<file path="src/design/segment_tree_range_sum_assert.svh">
// ----------------------------------------------------------------------------
// segment_tree_range_sum_assert.svh
// assertion macros shared by the segment tree blocks; each macro expects
// clk and arst_n in scope
// ----------------------------------------------------------------------------
`ifndef SEGMENT_TREE_RANGE_SUM_ASSERT_SVH
`define SEGMENT_TREE_RANGE_SUM_ASSERT_SVH

// condition holds at every clock edge outside reset
`define SEGSUM_ASSERT_ALWAYS(label, cond, msg) \
	label: assert property (@(posedge clk) disable iff (!arst_n) (cond)) \
		else $error(msg);

// consequent holds in the same cycle as the antecedent
`define SEGSUM_ASSERT_SAME(label, ante, cons, msg) \
	label: assert property (@(posedge clk) disable iff (!arst_n) (ante) |-> (cons)) \
		else $error(msg);

// consequent holds in the cycle after the antecedent
`define SEGSUM_ASSERT_NEXT(label, ante, cons, msg) \
	label: assert property (@(posedge clk) disable iff (!arst_n) (ante) |=> (cons)) \
		else $error(msg);

`endif

</file>
<file path="src/design/segsum_pkg.sv">
// ----------------------------------------------------------------------------
// segsum_pkg
// widths, defaults and controller/datapath command and status types for the
// segment tree range sum block
// ----------------------------------------------------------------------------
`default_nettype none

package segsum_pkg;

	localparam int SEGSUM_POS_W        = 11;
	localparam int SEGSUM_VALUE_W      = 32;
	localparam int SEGSUM_SUM_W        = 42;
	localparam int SEGSUM_LEAVES_DEF   = 1024;

	// controller to datapath commands
	typedef struct packed {
		logic load_item;  // latch the incoming request
		logic prep;       // form node bounds and leaf index
		logic q_lread;    // read node at left bound
		logic q_ladd;     // accumulate left node, step left bound
		logic q_rread;    // step right bound down and read it
		logic q_radd;     // accumulate right node
		logic q_shift;    // move both bounds up one level
		logic u_lread;    // read old leaf value
		logic u_leaf;     // write new leaf, form difference, read parent
		logic u_walk;     // write ancestor, read next ancestor
		logic clr_step;   // clear one node
		logic out_load;   // capture sum into output register
	} segsum_cmd_t;

	// datapath to controller status
	typedef struct packed {
		logic func;         // request asks for a sum
		logic pos_ok;       // position lies inside the leaves
		logic l_lt_r;       // query window not yet empty
		logic l_odd;        // left bound is a right child
		logic r_odd;        // right bound is a right child
		logic parent_zero;  // current update node is the root
		logic clr_last;     // clearing pass at its last node
	} segsum_sts_t;

endpackage

`default_nettype wire

</file>
<file path="src/design/segsum_ctrl.sv">
// ----------------------------------------------------------------------------
// segsum_ctrl
// sequencer for the segment tree: clearing pass, query level walk, output
// handoff and leaf-to-root update walk
// ----------------------------------------------------------------------------
`default_nettype none
`include "segment_tree_range_sum_assert.svh"

module segsum_ctrl import segsum_pkg::*; (
	input  wire logic  clk,
	input  wire logic  arst_n,
	input  wire logic  in_valid,
	output logic       in_ready,
	output logic       out_valid,
	input  wire logic  out_ready,
	input  wire segsum_sts_t sts,
	output segsum_cmd_t cmd
);

	localparam logic [3:0] S_CLR  = 4'd0;
	localparam logic [3:0] S_IDLE = 4'd1;
	localparam logic [3:0] S_PREP = 4'd2;
	localparam logic [3:0] S_QL   = 4'd3;
	localparam logic [3:0] S_QLW  = 4'd4;
	localparam logic [3:0] S_QR   = 4'd5;
	localparam logic [3:0] S_QRW  = 4'd6;
	localparam logic [3:0] S_OUT  = 4'd7;
	localparam logic [3:0] S_U0   = 4'd8;
	localparam logic [3:0] S_U1   = 4'd9;
	localparam logic [3:0] S_UW   = 4'd10;

	logic [3:0] state_q;
	logic [3:0] state_d;
	logic       out_valid_q;

	assign in_ready  = (state_q == S_IDLE);
	assign out_valid = out_valid_q;

	// next state and commands
	always_comb begin
		cmd     = '0;
		state_d = state_q;
		unique case (state_q)
			S_CLR: begin
				cmd.clr_step = 1'b1;
				if (sts.clr_last) state_d = S_IDLE;
			end
			S_IDLE: begin
				if (in_valid) begin
					cmd.load_item = 1'b1;
					state_d       = S_PREP;
				end
			end
			S_PREP: begin
				cmd.prep = 1'b1;
				state_d  = sts.func ? S_QL : S_U0;
			end
			S_QL: begin
				if (!sts.l_lt_r) begin
					state_d = S_OUT;
				end else if (sts.l_odd) begin
					cmd.q_lread = 1'b1;
					state_d     = S_QLW;
				end else begin
					state_d = S_QR;
				end
			end
			S_QLW: begin
				cmd.q_ladd = 1'b1;
				state_d    = S_QR;
			end
			S_QR: begin
				if (sts.r_odd) begin
					cmd.q_rread = 1'b1;
					state_d     = S_QRW;
				end else begin
					cmd.q_shift = 1'b1;
					state_d     = S_QL;
				end
			end
			S_QRW: begin
				cmd.q_radd  = 1'b1;
				cmd.q_shift = 1'b1;
				state_d     = S_QL;
			end
			S_OUT: begin
				if (!out_valid_q || out_ready) begin
					cmd.out_load = 1'b1;
					state_d      = S_U0;
				end
			end
			S_U0: begin
				if (sts.pos_ok) begin
					cmd.u_lread = 1'b1;
					state_d     = S_U1;
				end else begin
					state_d = S_IDLE;
				end
			end
			S_U1: begin
				cmd.u_leaf = 1'b1;
				state_d    = S_UW;
			end
			S_UW: begin
				cmd.u_walk = 1'b1;
				if (sts.parent_zero) state_d = S_IDLE;
			end
			default: begin
				state_d = S_IDLE;
			end
		endcase
	end

	// state register, clearing pass starts at reset
	always_ff @(posedge clk or negedge arst_n) begin
		if (!arst_n) begin
			state_q <= S_CLR;
		end else begin
			state_q <= state_d;
		end
	end

	// output register occupancy
	always_ff @(posedge clk or negedge arst_n) begin
		if (!arst_n) begin
			out_valid_q <= 1'b0;
		end else if (cmd.out_load) begin
			out_valid_q <= 1'b1;
		end else if (out_ready) begin
			out_valid_q <= 1'b0;
		end
	end

	`SEGSUM_ASSERT_NEXT(a_accept_to_prep, in_valid && in_ready, state_q == S_PREP, "no start")
	`SEGSUM_ASSERT_SAME(a_rose_after_out, $rose(out_valid_q), $past(state_q) == S_OUT, "stray sum")
	`SEGSUM_ASSERT_ALWAYS(a_one_writer, $onehot0({cmd.clr_step, cmd.u_leaf, cmd.u_walk}), "ram clash")
	`SEGSUM_ASSERT_NEXT(a_clear_done, (state_q == S_CLR) && sts.clr_last, state_q == S_IDLE, "clear overran")

endmodule

`default_nettype wire

</file>
<file path="config.mk">
export PLATFORM = sky130hd
export DESIGN_NAME = segsum_ctrl
export DESIGN_NICKNAME = d
export VERILOG_FILES = /design/src/design/segsum_pkg.sv /design/src/design/segsum_ctrl.sv
export VERILOG_INCLUDE_DIRS = /design/src /design/src/design
export SDC_FILE = /design/constraint.sdc
export NUM_CORES = 1
export LEC_CHECK = 0
export BUFFER_PORTS_ARGS = -buffer_cell sky130_fd_sc_hd__buf_2
export CAP_MARGIN = 20
export CELL_PAD_IN_SITES_DETAIL_PLACEMENT = 1
export CELL_PAD_IN_SITES_GLOBAL_PLACEMENT = 2
export CORE_ASPECT_RATIO = 1.75
export CORE_MARGIN = 3
export CORE_UTILIZATION = 23
export DETAILED_ROUTE_END_ITERATION = 8
export PLACE_DENSITY = 0.8
export REMOVE_ABC_BUFFERS = 1
export SYNTH_ARGS = -nofsm -noshare
export SYNTH_HDL_FRONTEND = slang
export SYNTH_SLANG_ARGS = --single-unit
</file>
<file path="constraint.sdc">
create_clock -name clk -period 1.9 [get_ports clk]
set_clock_uncertainty 0.1 [all_clocks]
set_input_delay 0.19 -clock clk [delete_from_list [all_inputs] [get_ports clk]]
set_output_delay 0.19 -clock clk [all_outputs]
set_load 0.05 [all_outputs]
</file>
* Word level (Yosys, flattened, before mapping)
Cells that the tools add are included.
** Word-level totals
- Bits in registers :: 5
- Bits in latches :: 0
- Memory bits (writable) :: 0
- Memory bits (read-only) :: 0
- Input bits :: 11
- Output and inout bits :: 14
- Logic and storage cells :: 52
- Memories :: 0
** Cells by class
- Add/sub/neg operators :: 0
- $mul :: 0
- Div/mod/pow operators :: 0
- $lt $le $gt $ge :: 0
- Equality and inequality tests :: 14
- Shift operators :: 0
- Muxes and demuxes :: 31
- Bitwise operators :: 0
- Reductions and logical operators :: 5
** Operator list (number)
- 4-bit one-hot mux with 11 select lines :: 1
- 4-bit 2-to-1 mux :: 7
- 1-bit 2-to-1 mux :: 21
- 4-bit by 3-bit == test with 1-bit output, second input constant :: 4
- 4-bit == test, second input constant :: 3
- 4-bit by 2-bit == test with 1-bit output, second input constant :: 2
- 2-bit != test, second input constant :: 4
- 4-bit by 1-bit == test with 1-bit output, second input constant :: 1
- 4-bit logical NOT :: 1
- 4-bit AND reduction :: 1
- 3-bit 2-to-1 mux :: 1
- 1-bit one-hot mux with 2 select lines :: 1
- 2-bit nonzero test :: 1
- 1-bit logical NOT :: 1
- 1-bit logical OR :: 1

* Logic depth before layout (Yosys ltp)
- Depth in word-level cells :: 5
- Mapped depth :: 6
- Depth with buffers taken out :: 5

* Least setup slack after synthesis
OpenSTA, ideal clock, no wires.
- Path kind :: register to output
- Start point :: register state_q[1]
- End point :: output cmd[4] (netlist bit)
- Arrival time :: 2.259 ns
- Data required time :: 1.610 ns
- Path slack :: -0.649 ns
- Stages on the path, launching flop included :: 4
- Path buffers :: 2
- Path through :: dfrtp_1 -> buf_6 -> buf_4 -> nor4b_1
** RTL lines
- start: declaration :: RTL line segsum_ctrl.sv:32 : logic [3:0] state_q;
- start signal: assignment :: RTL line segsum_ctrl.sv:119 : state_q <= state_d;
- end: declaration :: RTL line segsum_ctrl.sv:17 : output segsum_cmd_t cmd

==> impl_metrics.json <==
{
  "outcome": "completed",
  "cts_buffers": 3,
  "cap_violations": 0,
  "drc": 0,
  "syn_area_um2": 544,
  "crit_type": "reg2out",
  "muxShareOfSynthArea_pct": 2.07,
  "synth_compound_area_share_pct": 23.0,
  "drtAntennaViolNets": 0,
  "dp_cells": 117,
  "fin_util_pct": 33.3,
  "start_util_pct": 25.0,
  "async_flop_share_pct": 100,
  "wire_per_inst_um": 14.5,
  "arrival_ns": 1.51,
  "slew_violations": 0,
  "root_buffer": "clkbuf_4",
  "ir_drop_v": 0.000659,
  "power_density_nw_per_um2": 1830,
  "p_leak_nw": 0.345,
  "portBuffers": 24,
  "worstSetupStartpointType": "flop",
  "synth_edf_count": 0,
  "drive_gt1_share_pct": 43.9,
  "critPathMaxFanout": 8,
  "slew_headroom_pct": 81.0,
  "yosys.area_share.simple_pct": 39.1,
  "crit_required_ns": 1.61,
  "diodes": 0,
  "ys_warn_count": 0,
  "cts_setup_buffers": 0,
  "area_growth_pct": 33.1,
  "vias": 646,
  "grt_pass1_wl_um": 2870,
  "ys_ff_latch": 5,
  "via_per_inst": 5.30,
  "design_area_um2": 724,
  "path_clk_slew_ns": 0.05,
  "first_pass_iters": 4,
  "period_share_pct": 94.9,
  "grt_overflow_total": 0,
  "netlist_instances": 72,
  "grt_pass1_vias": 623,
  "grt_max_degree": 13,
  "row_count": 22,
  "synthAdderAreaFrac_pct": 0,
  "fin_cells": 122,
  "hold_violations": 0,
  "synth_flop_cell": "dfrtp_1",
  "syn_avg_cell_area_um2": 7.56,
  "min_period_ns": 1.80,
  "core_um2": 2170,
  "fmax_mhz": 555,
  "synth-xor-area-share_pct": 0,
  "synth_top_family_by_area": "simple AND/OR/NAND/NOR gates",
  "hpwl_um": 1390,
  "antenna_found_initial": 0,
  "cts.htree.levels": 1,
  "globalplace.congestion": 0.827,
  "hold_path_class": "in2reg",
  "setup_viol_count_final": 0,
  "synth_seq_area_share_pct": 23.0,
  "worstMarginPinSlew_ns": 0.283,
  "die-height_um": 70.4,
  "cts_sinks": 5,
  "rsz0062_at_grt": "no",
  "die-area_um2": 3010,
  "critPathCaptureType": "output pin",
  "num-nets-final": 110,
  "drt_wl_total_um": 1770,
  "postPlaceCellArea_um2": 663,
  "drt_iter0_markers": 5,
  "worst_hold_path.num_cells": 3,
  "ff2ff_path_depth": 4,
  "clock_latency_ns": 0.25,
  "clk_path_buf_depth": 2,
  "pin_count": 25,
  "globalRouteTotalUtil_pct": 12.2,
  "synth.distinct_cells": 33,
  "cts_tree": "built",
  "die_w_um": 42.8
}
[cells by family (layout without fill, tap and decap cells)]
| family | count (synthesis) | in the layout |
|---|---|---|
| flip-flops | 5 | 5 |
| AO/OA/AOI/OAI | 18 | 18 |
| multiplexers | 1 | 1 |
| buffers and inverters | 9 | 35 |
| AND/OR/NAND/NOR | 39 | 39 |
[final timing paths]
check                            from          to  slack, ns
setup / recovery           state_q[3]      cmd[0]        0.1
hold / removal                 sts[0]  state_q[0]       0.16
setup reg to reg           state_q[3]  state_q[3]       0.36
hold reg to reg             out_valid   out_valid       0.48
max in group asynchronous      arst_n  state_q[1]       1.37
min in group asynchronous      arst_n   out_valid       0.19
[what timing repair did]
item	4_1_cts	5_1_grt
pin swaps	0	0
hold buffers	1	0
endpoints found under the hold margin	5	0
gates resized for setup	2	8
setup endpoints to repair	2	7
[flip-flops by register name (all words and copies together), names as in the netlist]
signal and flops:
state_q 4, out_valid 1
[layer usage]
layer / GRT usage (%) / wire [um]
met4: 5.19 / 21
met2: 21.6 / 951
met3: 3.09 / 113
met1: 13.2 / 681
met5: 0 / 0
[cells in the final DEF (no fill, tap or decap), types with 2 or more instances in the layout]
master    count
nor3_1        9
buf_2        20
buf_4         5
a211o_1       2
nor2_1       11
nand2b_1      4
o22ai_1       2
inv_1         2
clkbuf_4      5
o21ai_0       3
dfrtp_1       2
a21oi_1       4
nand2_1       3
dfrtp_2       3
[stage by stage]
step	setup slack, ns	setup TNS [ns]	hold WS (ns)	total power [mW]
after CTS	0.00470	0	0.162	1.30
after floorplan	-0.760	-2.44	-0.206	0.916
final	0.0974	0	0.156	1.33
after global routing	0.00161	0	0.158	1.42
after global placement	0.225	0	-0.0901	1.16
after detailed placement	0.232	0	-0.0888	1.16
[synthesized netlist by cell type (2+ instances only)]
library cell  number  share of area [%]
a211o_1            2                3.2
a21oi_1            4                3.7
buf_4              2                2.8
buf_6              3                6.2
dfrtp_1            5                 23
inv_1              2                1.4
nand2_1            3                2.1
nand2b_1           5                5.7
nor2_1            11                7.6
nor3_1             9                8.3
o21ai_0            3                2.8
o22ai_1            2                2.3
[report_power, final]
| part | switching (mW) | leakage, nW | internal, mW |
|---|---|---|---|
| sequential | 0.116 | 0.0609 | 0.157 |
| clock | 0.0459 | 0.0150 | 0.0796 |
| combinational | 0.606 | 0.269 | 0.323 |
| total | 0.768 | 0.345 | 0.559 |
[critical path, stage by stage, from the launching register on]
cell      delay (ns)
dfrtp_1         0.46
nand2b_1        0.30
nor3_1          0.24
clkbuf_4        0.27
[area by class of cell]
class	instances	area [um2]
Multi-Input combinational cell	58	360
Inverter	3	16.3
Timing Repair Buffer	28	163
Sequential cell	5	129
Fill cell	282	1450
Tap cell	24	30.0
Clock buffer	4	26.3
(Power assumes the default switching activity.)
